===== src/design/eye_shape_rasterizer_top_macros.svh =====
// assertion macros for the eye shape rasterizer
`ifndef EYE_SHAPE_RASTERIZER_TOP_MACROS_SVH
`define EYE_SHAPE_RASTERIZER_TOP_MACROS_SVH
`ifndef SYNTHESIS
`define ESR_ASSERT(lbl_, clk_, rstn_, prop_) \
  lbl_: assert property (@(posedge clk_) disable iff (!rstn_) prop_) \
    else $error("esr assertion failed");
`define ESR_ASSERT_ALWAYS(lbl_, clk_, prop_) \
  lbl_: assert property (@(posedge clk_) prop_) else $error("esr assertion failed");
`else
`define ESR_ASSERT(lbl_, clk_, rstn_, prop_)
`define ESR_ASSERT_ALWAYS(lbl_, clk_, prop_)
`endif
`endif


===== src/design/esr_pkg.sv =====
// types and constants shared by the eye shape rasterizer
`default_nettype none

package esr_pkg;

  localparam int unsigned PAGE_ROWS  = 8;
  localparam int unsigned ROW_W      = 3;
  // widest counters over the supported screen sizes
  localparam int unsigned ADDR_MAX_W = 12;
  localparam int unsigned COL_MAX_W  = 8;
  localparam int unsigned PAGE_MAX_W = 4;

  typedef enum logic [1:0] {
    OP_CLEAR = 2'd0,
    OP_DRAW  = 2'd1,
    OP_READ  = 2'd2
  } op_e;

  typedef enum logic [3:0] {
    ST_INIT,
    ST_IDLE,
    ST_CLEAR,
    ST_SETUP,
    ST_ROWS,
    ST_COLS,
    ST_DRAIN,
    ST_READ,
    ST_DONE
  } state_e;

  typedef struct packed {
    logic [1:0] operation;
    logic [6:0] center_x;
    logic [5:0] center_y;
    logic [5:0] radius_x;
    logic [5:0] radius_y;
    logic [6:0] eyelid_cut;
    logic [5:0] pupil_r;
    logic [9:0] byte_address;
  } in_t;

  typedef struct packed {
    logic [7:0] read_data;
    logic [1:0] done_operation;
  } out_t;

  typedef struct packed {
    logic                  capture;
    logic                  setup_sq;
    logic                  setup_prod;
    logic                  row_en;
    logic [ROW_W-1:0]      row_idx;
    logic [PAGE_MAX_W-1:0] page;
    logic                  col_en;
    logic [COL_MAX_W-1:0]  col;
    logic [ADDR_MAX_W-1:0] addr;
    logic                  clr_en;
    logic                  rd_en;
    logic                  load_out;
  } cmd_t;

  typedef struct packed {
    logic pipe_busy;
  } sts_t;

endpackage

`default_nettype wire


===== src/design/esr_ctrl.sv =====
// sequencer for clear, draw and read transactions of the eye shape rasterizer
`default_nettype none

module esr_ctrl #(
  parameter int unsigned SCREEN_WIDTH  = 128,
  parameter int unsigned SCREEN_HEIGHT = 64
) (
  input  wire logic            clk_i,
  input  wire logic            rst_ni,
  input  wire logic            in_valid_i,
  input  wire logic [1:0]      in_op_i,
  output logic                 in_stall_o,
  input  wire logic            out_stall_i,
  output logic                 out_valid_o,
  output esr_pkg::cmd_t        cmd_o,
  input  wire esr_pkg::sts_t   sts_i
);

  localparam int unsigned PAGES = (SCREEN_HEIGHT + esr_pkg::PAGE_ROWS - 1) / esr_pkg::PAGE_ROWS;
  localparam int unsigned DEPTH = SCREEN_WIDTH * PAGES;
  localparam int unsigned AW    = $clog2(DEPTH);
  localparam int unsigned CW    = $clog2(SCREEN_WIDTH);
  localparam int unsigned PW    = (PAGES > 1) ? $clog2(PAGES) : 1;

  esr_pkg::state_e state_q, state_d;
  logic [AW-1:0]   addr_q, addr_d;
  logic [CW-1:0]   col_q, col_d;
  logic [PW-1:0]   page_q, page_d;
  logic [2:0]      step_q, step_d;
  logic            out_valid_q, out_valid_d;
  logic            last_addr, last_col, last_page, out_free;

  assign last_addr = (addr_q == AW'(DEPTH - 1));
  assign last_col  = (col_q == CW'(SCREEN_WIDTH - 1));
  assign last_page = (page_q == PW'(PAGES - 1));
  assign out_free  = !out_valid_q || !out_stall_i;

  always_comb begin
    state_d = state_q;
    case (state_q)
      esr_pkg::ST_INIT: begin
        if (last_addr) state_d = esr_pkg::ST_IDLE;
      end
      esr_pkg::ST_IDLE: begin
        if (in_valid_i) begin
          case (in_op_i)
            esr_pkg::OP_CLEAR: state_d = esr_pkg::ST_CLEAR;
            esr_pkg::OP_DRAW:  state_d = esr_pkg::ST_SETUP;
            esr_pkg::OP_READ:  state_d = esr_pkg::ST_READ;
            default:           state_d = esr_pkg::ST_DONE;
          endcase
        end
      end
      esr_pkg::ST_CLEAR: begin
        if (last_addr) state_d = esr_pkg::ST_DONE;
      end
      esr_pkg::ST_SETUP: begin
        if (step_q == 3'd1) state_d = esr_pkg::ST_ROWS;
      end
      esr_pkg::ST_ROWS: begin
        if (step_q == 3'd7) state_d = esr_pkg::ST_COLS;
      end
      esr_pkg::ST_COLS: begin
        if (last_col) state_d = esr_pkg::ST_DRAIN;
      end
      esr_pkg::ST_DRAIN: begin
        if (!sts_i.pipe_busy) state_d = last_page ? esr_pkg::ST_DONE : esr_pkg::ST_ROWS;
      end
      esr_pkg::ST_READ: state_d = esr_pkg::ST_DONE;
      esr_pkg::ST_DONE: begin
        if (out_free) state_d = esr_pkg::ST_IDLE;
      end
      default: state_d = esr_pkg::ST_IDLE;
    endcase
  end

  // counters
  always_comb begin
    addr_d = addr_q;
    col_d  = col_q;
    page_d = page_q;
    step_d = 3'd0;
    case (state_q)
      esr_pkg::ST_INIT, esr_pkg::ST_CLEAR: addr_d = addr_q + AW'(1);
      esr_pkg::ST_IDLE: begin
        addr_d = '0;
        page_d = '0;
      end
      esr_pkg::ST_SETUP: step_d = (step_q == 3'd1) ? 3'd0 : step_q + 3'd1;
      esr_pkg::ST_ROWS: begin
        step_d = step_q + 3'd1;
        col_d  = '0;
      end
      esr_pkg::ST_COLS: begin
        addr_d = addr_q + AW'(1);
        col_d  = last_col ? '0 : col_q + CW'(1);
      end
      esr_pkg::ST_DRAIN: begin
        if (!sts_i.pipe_busy) page_d = page_q + PW'(1);
      end
      default: ;
    endcase
  end

  always_comb begin
    cmd_o            = '0;
    cmd_o.capture    = (state_q == esr_pkg::ST_IDLE) && in_valid_i;
    cmd_o.setup_sq   = (state_q == esr_pkg::ST_SETUP) && (step_q == 3'd0);
    cmd_o.setup_prod = (state_q == esr_pkg::ST_SETUP) && (step_q == 3'd1);
    cmd_o.row_en     = (state_q == esr_pkg::ST_ROWS);
    cmd_o.row_idx    = step_q;
    cmd_o.page       = esr_pkg::PAGE_MAX_W'(page_q);
    cmd_o.col_en     = (state_q == esr_pkg::ST_COLS);
    cmd_o.col        = esr_pkg::COL_MAX_W'(col_q);
    cmd_o.addr       = esr_pkg::ADDR_MAX_W'(addr_q);
    cmd_o.clr_en     = (state_q == esr_pkg::ST_INIT) || (state_q == esr_pkg::ST_CLEAR);
    cmd_o.rd_en      = (state_q == esr_pkg::ST_READ);
    cmd_o.load_out   = (state_q == esr_pkg::ST_DONE) && out_free;
  end

  assign in_stall_o  = (state_q != esr_pkg::ST_IDLE);
  assign out_valid_d = cmd_o.load_out || (out_valid_q && out_stall_i);
  assign out_valid_o = out_valid_q;

  always_ff @(posedge clk_i or negedge rst_ni) begin
    if (!rst_ni) begin
      state_q     <= esr_pkg::ST_INIT;
      addr_q      <= '0;
      col_q       <= '0;
      page_q      <= '0;
      step_q      <= 3'd0;
      out_valid_q <= 1'b0;
    end else begin
      state_q     <= state_d;
      addr_q      <= addr_d;
      col_q       <= col_d;
      page_q      <= page_d;
      step_q      <= step_d;
      out_valid_q <= out_valid_d;
    end
  end

endmodule

`default_nettype wire


===== config.mk =====
export PLATFORM = sky130hd
export DESIGN_NAME = esr_ctrl
export DESIGN_NICKNAME = d
export VERILOG_FILES = /design/src/design/eye_shape_rasterizer_top_macros.svh /design/src/design/esr_pkg.sv /design/src/design/esr_ctrl.sv
export SDC_FILE = /design/constraint.sdc
export NUM_CORES = 1
export LEC_CHECK = 0
export ABC_AREA = 1
export BUFFER_PORTS_ARGS = -buffer_cell sky130_fd_sc_hd__buf_4
export CORE_MARGIN = 2
export CORE_UTILIZATION = 40
export DETAILED_ROUTE_END_ITERATION = 10
export GPL_ROUTABILITY_DRIVEN = 0
export PLACE_DENSITY_LB_ADDON = 0.3
export SYNTH_ARGS = -nofsm -noshare
export SYNTH_HDL_FRONTEND = slang
export SYNTH_SLANG_ARGS = --single-unit

===== constraint.sdc =====
create_clock -name clk_i -period 2.3 [get_ports clk_i]
set_input_delay 0.46 -clock clk_i [delete_from_list [all_inputs] [get_ports clk_i]]
set_output_delay 0.46 -clock clk_i [all_outputs]
set_load 0.01 [all_outputs]

Word-level counts from Yosys, hierarchy flattened

Cells that the tools add are included.

Bits in registers: 28
Bits in latches: 0
RAM bits: 0
Bits in read-only memories: 0
Input port bits: 7
Output and inout bits: 37
Memories: 0

$add $sub $neg: 4
Multiply operators: 0
Div/mod/pow operators: 0
Order comparisons: 0
Equal/unequal tests: 24
Shift-type cells: 0
Multiplexer cells: 18
Bitwise logic cells: 0
Reductions and logical operators: 19

Operators by type and width:

| cell                  | count |
|---|---|
| $mux 4                | 9 |
| $pmux 4 s9            | 1 |
| $pmux 10 s2           | 1 |
| $eq 4x3->1 const B    | 4 |
| $pmux 7 s2            | 1 |
| $ne 2x2->1 const B    | 6 |
| $pmux 3 s2            | 2 |
| $pmux 4 s3            | 1 |
| $add 10x1->10 const B | 1 |
| $eq 10x10->1 const B  | 1 |
| $eq 4x2->1 const B    | 2 |
| $reduce_and 8->1      | 1 |
| $add 7x1->7 const B   | 1 |
| $eq 7x7->1 const B    | 1 |
| $mux 7                | 1 |
| $add 3x1->3 const B   | 2 |
| $eq 3x3->1 const B    | 2 |
| $mux 3                | 2 |
| $reduce_bool 2->1     | 3 |
| $logic_and 1x1->1     | 5 |
| $eq 4x1->1 const B    | 1 |
| $eq 4x4->1 const B    | 1 |
| $logic_not 4->1       | 1 |
| $ne 2x1->1 const B    | 2 |
| 10 further kinds      | 13 |

Logic depth before layout (Yosys ltp)

Gate-level depths: netlist of the first run.

Word-level depth: 4
Depth in mapped cells: 10
Mapped depth without buffers: 10

Least setup slack after synthesis of the first run

Ideal clock, no wire load.

Path kind: reg2out
Start: reg state_q[2]
End: out cmd_o[34] (netlist name)
Arrival time: 1073 ps
Required time: 1840 ps
Slack: 767 ps
Cell stages (with the launch flop): 4
Path buffers: 0
Cell sequence: dfrtp_1 nor2_1 nand2_2 nor2_1

RTL lines:

| item                     | RTL line        | text |
|---|---|---|
| start: declaration       | esr_ctrl.sv:25  | `esr_pkg::state_e state_q, state_d;` |
| start signal: assignment | esr_ctrl.sv:127 | `state_q <= esr_pkg::ST_INIT;` |
| start signal: assignment | esr_ctrl.sv:134 | `state_q <= state_d;` |
| end: declaration         | esr_ctrl.sv:15  | `output esr_pkg::cmd_t cmd_o,` |

==> results.toml, run 1 <==
[outcome]
status = "finished, final reports clean"

[die]
start_util_pct = 40.9
fp-row-count = 24
die_w_um = 70.2
die-area_um2 = 4930
die_h_um = 70.2
core_um2 = 4290
io_pins = 44

[placement]
post_dp_cell_area_um2 = 2090
place_ws_ns = 0.614
dpl.hpwl_um = 2860
port_buffers = 39

[synth]
synthArstFlopShare_pct = 100
ys_types = 32
synth_flop_cell = "dfrtp_1"
yosysMostFrequentCell = "nand2_1"
yosysTopAreaCell = "dfrtp_1"
syn_area_um2 = 1760
synthTopCellsByArea = "dfrtp_1 40%, nand2_1 12%, inv_1 7.7%"
yosysWarnings = 0
seq_area_frac_synth_pct = 39.9
synth_edf_count = 0
synthCells = 230
yosys.area.top_type_share_pct = 39.9
yosys_register_bits = 28
syn_avg_cell_area_um2 = 7.63
synthTopCellsByCount = "54 x nand2_1, 36 x inv_1, 28 x dfrtp_1"

[cts]
clock_sinks = 28
cts_resized = 0
numCtsBuffers = 3
cts_hold_buf = 0
clk_latency_ns = 0.28
cts_tree = "done"
clock_path_buffers = 2
htree_levels = 1
clk_pin_slew_worst_paths_ns = 0.10
cts_root_buf = "clkbuf_8"
cts_setup_buffers = 0

[sta]
hold_violations = 0
tns_ns = 0
layout_min_cycle_time_ns = 1.99
finalMaxSlewViolations = 0
final.period_utilization_pct = 86.7
finalSetupViolations = 0
max_freq_ghz = 0.502
postLayoutSetupSlackWorst_ns = 0.306
rsz0062_at_grt = "no"
clock_skew_ns = 0.00657

[final_layout]
area_growth_pct = 22.5
finish.instance_area_um2 = 2150
nNetsFinal = 290
nFillCells = 437
antenna_cells = 0
final_layout_size_suffix_gt1_share_pct = 23.2

[detailed_routing]
drc = 0
avgRoutedWirePerCell_um = 11.5
first_iter_violations = 93
num_vias = 1548
firstDrtPassIters = 4
vias_per_cell = 4.78
ant_nets = 0
routed_wl_um = 3730

[global_route]
grt_max_degree = 29
grt_overflow = 0
antenna_found_initial = 0
grt_pass1_wl_um = 6450
grt_pass1_vias = 1505
grt_use_total_pct = 16.2

[setup_path]
critPathTopFamily = "simple AND/OR/NAND/NOR gates"
end_kind = "output port"
arrival_ns = 1.53
crit_chain = "nor2_1 -> nand2_2 -> nor2_1 -> buf_4"
cp_slowest_cell = "dfrtp_1"
crit_top_cell = "nor2_1"
crit_type = "reg2out"
crit_path_start_kind = "flop"
required_ns = 1.84
cp_num_buf_inv = 1
slowest_delay_ns = 0.48
cp_max_fo = 8

[power]
power_density_nw_per_um2 = 389
p_leak_nw = 1.19
peakVddDrop_mv = 0.222

[hold_path]
hp-class = "in2async"

[job]
maxCapViolCount = 0
[path summary, 6_finish.rpt]
kind / start / end / slack [ns] / cells after the start
max: state_q[2] / cmd_o[34] / 0.31 / 4
min: rst_ni / col_q[3] / 0.08 / 1
max reg2reg: col_q[0] / state_q[2] / 0.63 / 10
min reg2reg: out_valid_o / out_valid_o / 0.51 / 2
max in group asynchronous: rst_ni / state_q[3] / 1.94 / 1
min in group clk_i: out_stall_i / out_valid_o / 0.41 / 3
[logic make-up after synthesis]
group,synth area share (%)
AO/OA/AOI/OAI,9.77
XOR/XNOR,2.00
adder cells (fa/ha/maj),7.13
buffers and inverters,10.4
flip-flops,39.9
other,0.214
AND/OR/NAND/NOR,30.6
[layout by cell type (no fill, tap or decap), types with 2 or more instances in the layout]
cell / n
inv_1: 36
nor2_1: 23
nand2_2: 3
clkbuf_8: 4
xor2_1: 3
dfrtp_1: 28
a21oi_1: 2
nand3_1: 22
conb_1: 4
nand4_1: 3
o21ai_0: 14
o21ai_1: 2
inv_2: 3
o21ai_2: 4
buf_4: 39
nor2_4: 3
ha_1: 10
nand2_1: 54
[stage by stage]
stage,instances,util [%],hold WS [ns],power (mW)
finish,324,50.1,0.0826,0.836
global route,324,50.1,0.106,0.865
CTS,324,50.1,0.0989,0.845
detailed placement,320,48.8,0.407,0.527
global placement,320,48.8,0.411,0.528
floorplan,233,-,0.164,0.512
[flip-flops by register name, summed over array words and instances, names as in the netlist]
name         count
addr_q          10
col_q            7
state_q          4
page_q           3
step_q           3
out_valid_o      1
[power by group]
group          total (mW)         switching [mW]  internal (mW)  leakage (nW)
registers           0.492  0.0000000000000000355          0.492         0.372
logic              0.0250                 0.0169        0.00803         0.790
clock network       0.319                  0.165          0.154        0.0288
[cell type report]
cell class	instances	area, µm²	area share (%)
inverters	40	153	7.10
well taps	52	65.1	3.03
clock buffers	4	55.1	2.56
flip-flops and latches	28	701	32.6
repair buffers	39	293	13.6
multi-input cells	161	883	41.1
[routing by layer]
layer,wire length [µm],part of all wire [%],track usage (%)
met1,1700,46,20.6
met4,67,1.8,6.62
met5,0,0,0
met2,1850,50,27.3
met3,109,2.9,2.60
(Power assumes the default switching activity.)
==> run 2: changes to the inputs <==
Settings changed: ABC_AREA 1 to 0.
==> results.toml, run 2 <==
[hold_path]
hp-class = "in2async"

[synth]
synth_compound_area_share_pct = 15.7
syn_area_um2 = 1680
yosysTopAreaCell = "dfrtp_1"
synth_top_family_by_area = "simple AND/OR/NAND/NOR gates"
synthTopCellsByCount = "28 x dfrtp_1, 22 x nand2_1, 20 x o21ai_0"
synth_flop_cell = "dfrtp_1"
synthTopCellsByArea = "dfrtp_1 42%, ha_1 7.4%, o21ai_0 5.9%"
synth-adder-area-share_pct = 7.43
yosysWarnings = 0
yosys_register_bits = 28
ys_types = 42
synthSimpleGateAreaFrac_pct = 23.2
synthArstFlopShare_pct = 100
synth_edf_count = 0
synth_xor_xnor_area_share_pct = 0.520
muxShareOfSynthArea_pct = 4.75
synthCells = 185
syn_avg_cell_area_um2 = 9.10
yosys.area.top_type_share_pct = 41.6
yosysMostFrequentCell = "dfrtp_1"
seq_area_frac_synth_pct = 41.6

[final_layout]
final_layout_size_suffix_gt1_share_pct = 24.1
final_cell_mix = "40 x buf_4, 26 x dfrtp_1, 22 x nand2_1"
final_common_cell = "buf_4"
area_growth_pct = 20.7
nNetsFinal = 239
antenna_cells = 0
largest_reg_flops = 10
largestRegisters = "addr_q (10), col_q (7), state_q (4)"
top_register = "addr_q"

[die]
die-area_um2 = 4750
die_w_um = 68.9
io_pins = 44
fp-row-count = 23
die_h_um = 68.9
core_um2 = 4030
start_util_pct = 41.8

[cts]
numCtsBuffers = 3
cts_tree = "done"
clk_pin_slew_worst_paths_ns = 0.10
htree_levels = 1
clock_sinks = 28
clk_latency_ns = 0.27
cts_setup_buffers = 0
clock_path_buffers = 2
cts_root_buf = "clkbuf_8"

[setup_path]
cp_max_fo = 12
arrival_ns = 1.74
r2r_slack_ns = 0.37
crit_type = "reg2out"
r2r-start = "state_q[2]"
crit_path_start_kind = "flop"
reg2regPathDepth = 5
end_kind = "output port"
required_ns = 1.84
reg2reg_to = "state_q[2]"

[sta]
finalMaxSlewViolations = 0
max_freq_ghz = 0.454
hold_violations = 0
tns_ns = 0
final.period_utilization_pct = 95.9
layout_min_cycle_time_ns = 2.20
clock_skew_ns = 0.00407
finalSetupViolations = 0
rsz0062_at_grt = "no"

[global_route]
antenna_found_initial = 0
grt_use_total_pct = 15.5
grt_pass1_vias = 1181
grt_max_degree = 29
grt_overflow = 0
grt_pass1_wl_um = 5540

[detailed_routing]
num_vias = 1401
drc = 0
routed_wl_um = 3510
first_iter_violations = 137
ant_nets = 0
avgRoutedWirePerCell_um = 13.0
firstDrtPassIters = 4
vias_per_cell = 5.19

[power]
p_leak_nw = 0.984
power.total_mw = 2.10
power_density_nw_per_um2 = 1030
peakVddDrop_mv = 0.430

[placement]
port_buffers = 39
dpl.hpwl_um = 2570

[job]
maxCapViolCount = 0

[outcome]
status = "finished, final reports clean"
[run 2: changes by cell type after synthesis, sizes merged, moves of 4 or more]
| cell | before | now |
|---|---|---|
| a21oi | 3 | 10 |
| nand2 | 58 | 22 |
| nand3 | 22 | 8 |
| nor2 | 28 | 12 |
| o31ai | 0 | 4 |
| inv | 40 | 11 |
| buf | 4 | 8 |
| mux2i | 0 | 5 |
| nor2b | 0 | 5 |
[run 2: worst max path at each step]
stage,from,endpoint,slack (ns),cells after the start
global placement,state_q[2],state_q[2],0.38,5
floorplan,state_q[3],state_q[2],0.43,6
detailed placement,state_q[2],state_q[2],0.31,5
global route,state_q[1],cmd_o[34],0.02,4
CTS,state_q[0],cmd_o[34],0.08,4
finish,state_q[1],cmd_o[34],0.1,4
[run 2: kinds of logic after synthesis]
family	count (synthesis)
and+or+nand+nor	72
AOI/OAI and AO/OA	44
DFF	28
buffers and inverters	22
adders and majority gates	10
muxes	7
other	1
xor gates and xnor gates	1
[run 2: final cells by class]
cell class	count	area (µm²)
Clock buffer	3	41.3
Fill cell	398	2000
Inverter	11	41.3
Multi-Input combinational cell	138	883
Sequential cell	28	703
Tap cell	50	62.6
Timing Repair Buffer	40	300
[run 2: routing by layer]
| layer | vias to the layer above | part of all wire (%) | GRT usage (%) | routed length, µm |
|---|---|---|---|---|
| li1 | 720 | - | - | - |
| met1 | 646 | 48 | 22.3 | 1690 |
| met2 | 33 | 47 | 24.3 | 1650 |
| met3 | 2 | 4.5 | 2.27 | 158 |
| met4 | 0 | 0.63 | 4.41 | 22 |
| met5 | - | 0 | 0 | 0 |
[run 2: repair_timing]
| action | 4_1_cts | 5_1_grt |
|---|---|---|
| resized for setup | 0 | 2 |
| hold buffers | 0 | 0 |
| setup endpoints to repair | 0 | 3 |
[run 2: per-stage QoR]
stage | hold slack, ns | util, % | cell area [µm²] | std cells | worst slack (ns)
4_1_cts | 0.109 | 50.4 | 2030 | 270 | 0.0793
6_report | 0.0898 | 50.4 | 2030 | 270 | 0.0951
3_3_place_gp | 0.405 | 49.3 | 1990 | 267 | 0.380
5_1_grt | 0.118 | 50.4 | 2030 | 270 | 0.0190
3_5_place_dp | 0.404 | 49.3 | 1990 | 267 | 0.313
2_1_floorplan | 0.164 | - | 1700 | 188 | 0.432
[run 2: power breakdown]
group	internal, mW	total [mW]	switching, mW
registers	0.593	0.775	0.181
clock network	0.117	0.265	0.148
logic	0.488	1.06	0.568
[run 2: worst max-delay path: stages (launching register included)]
cell	delay, ns
dfrtp_1	0.50
nand2b_1	0.18
or3_1	0.50
nor2_1	0.16
buf_4	0.13
==> run 3: changes to the inputs <==
Settings changed: CORE_ASPECT_RATIO set to 0.8.
==> results.toml, run 3 (synthesis results as in run 2) <==
[placement]
port_buffers = 39
dpl.hpwl_um = 2540
place_ws_ns = 0.323

[power]
internal_power_mw = 1.21
pwr-share-comb_pct = 51.0
power_switching_share_pct = 42.9
power_frac_clock_pct = 12.4
peakVddDrop_mv = 0.411
net-switching-power_mw = 0.907
power.total_mw = 2.12
pwr-share-seq_pct = 36.6
p_leak_nw = 0.989
power_density_nw_per_um2 = 1030

[detailed_routing]
first_iter_violations = 95
avgRoutedWirePerCell_um = 12.7
num_vias = 1373
firstDrtPassIters = 4
drc = 0
ant_nets = 0
vias_per_cell = 4.94
routed_wl_um = 3520

[global_route]
grt_pass1_wl_um = 5600
grt_use_total_pct = 14.8
antenna_found_initial = 0
grt_max_degree = 29
grt_pass1_vias = 1200
grt_overflow = 0

[final_layout]
top_register = "addr_q"
nNetsFinal = 240
antenna_cells = 0
nFillCells = 404
final_common_cell = "buf_4"
final_layout_size_suffix_gt1_share_pct = 24.0
multiInputGateArea_um2 = 883
largest_reg_flops = 10
largestRegisters = "addr_q (10), col_q (7), state_q (4)"
final_cell_mix = "41 x buf_4, 27 x dfrtp_1, 22 x nand2_1"
seqCellArea_um2 = 702
area_growth_pct = 21.5

[cts]
clock_path_buffers = 2
clk_pin_slew_worst_paths_ns = 0.09
cts_tree = "done"
clk_latency_ns = 0.27
cts_root_buf = "clkbuf_8"
htree_levels = 1
cts_setup_buffers = 0
clock_sinks = 28
numCtsBuffers = 3

[setup_path]
end_kind = "output port"
crit_type = "reg2out"
r2r_slack_ns = 0.37
r2r-start = "state_q[0]"
cp_max_fo = 17
crit_path_start_kind = "flop"
arrival_ns = 1.69
reg2regPathDepth = 5
reg2reg_to = "state_q[2]"
required_ns = 1.84

[die]
die_w_um = 76.5
start_util_pct = 40.8
die-area_um2 = 4750
io_pins = 44
fp-row-count = 21
core_um2 = 4130
die_h_um = 62.0

[sta]
finalSetupViolations = 0
finalMaxSlewViolations = 0
clock_skew_ns = 0.00457
layout_min_cycle_time_ns = 2.15
rsz0062_at_grt = "no"
postLayoutSetupSlackWorst_ns = 0.148
final.period_utilization_pct = 93.6
hold_violations = 0
max_freq_ghz = 0.465
tns_ns = 0

[hold_path]
hp-class = "in2async"

[outcome]
status = "finished, final reports clean"

[job]
maxCapViolCount = 0
-- run 3: changes by cell type in the layout (fill, tap and decap cells not counted), sizes merged --
cell,previous run,this run
buf,40,41
-- run 3: stage by stage --
step	utilization, %	hold WS [ns]	std cells	area [µm²]
floorplan	-	0.164	188	1700
global placement	48.6	0.407	275	2000
detailed placement	48.6	0.401	275	2000
CTS	49.6	0.0972	278	2050
global route	49.6	0.106	278	2050
finish	49.6	0.0876	278	2050
-- run 3: metal layers --
layer / track usage (%) / routed length (µm) / vias up / part of all wire, %
met5: 0 / 0 / - / 0
met4: 2.34 / 27 / 0 / 0.77
met3: 2.89 / 125 / 2 / 3.6
met2: 24.0 / 1520 / 27 / 43
met1: 21.3 / 1850 / 625 / 53
li1: - / - / 719 / -
-- run 3: area by class of cell --
| type | instances | share of cell area, % |
|---|---|---|
| clock buffer | 3 | 2.02 |
| inverter | 11 | 2.02 |
| multi-input combinational | 138 | 43.2 |
| sequential | 28 | 34.3 |
| tap | 57 | 3.48 |
| timing repair buffer | 41 | 15.0 |
-- run 3: how the worst max path moves through the flow --
stage | from | end | slack (ns) | cells after the start
after floorplan | state_q[3] | state_q[2] | 0.43 | 6
after global placement | state_q[2] | state_q[2] | 0.37 | 5
after detailed placement | state_q[2] | state_q[2] | 0.32 | 5
after CTS | state_q[2] | cmd_o[31] | 0.11 | 3
after global routing | state_q[0] | cmd_o[0] | 0.04 | 3
final | state_q[0] | cmd_o[0] | 0.15 | 3
-- run 3: power by group through the flow --
| stage | Clock (mW) | Sequential, mW | Combinational (mW) |
|---|---|---|---|
| 3_5_place_dp | 0 | 0.778 | 1.08 |
| 5_1_grt | 0.291 | 0.801 | 1.20 |
| 6_report | 0.263 | 0.774 | 1.08 |
| 4_1_cts | 0.275 | 0.769 | 1.09 |
| 2_1_floorplan | 0 | 0.715 | 0.807 |
| 3_3_place_gp | 0 | 0.773 | 1.07 |
-- run 3: critical path, stage by stage, from the launching register on --
cell and delay (ns):
dfrtp_1 0.54, or4b_1 0.59, a21oi_1 0.15, buf_4 0.14
-- run 3: repair_timing --
item | CTS | global route
hold buffers | 0 | 0
endpoints found under the setup margin | 0 | 1
resized for setup | 0 | 1
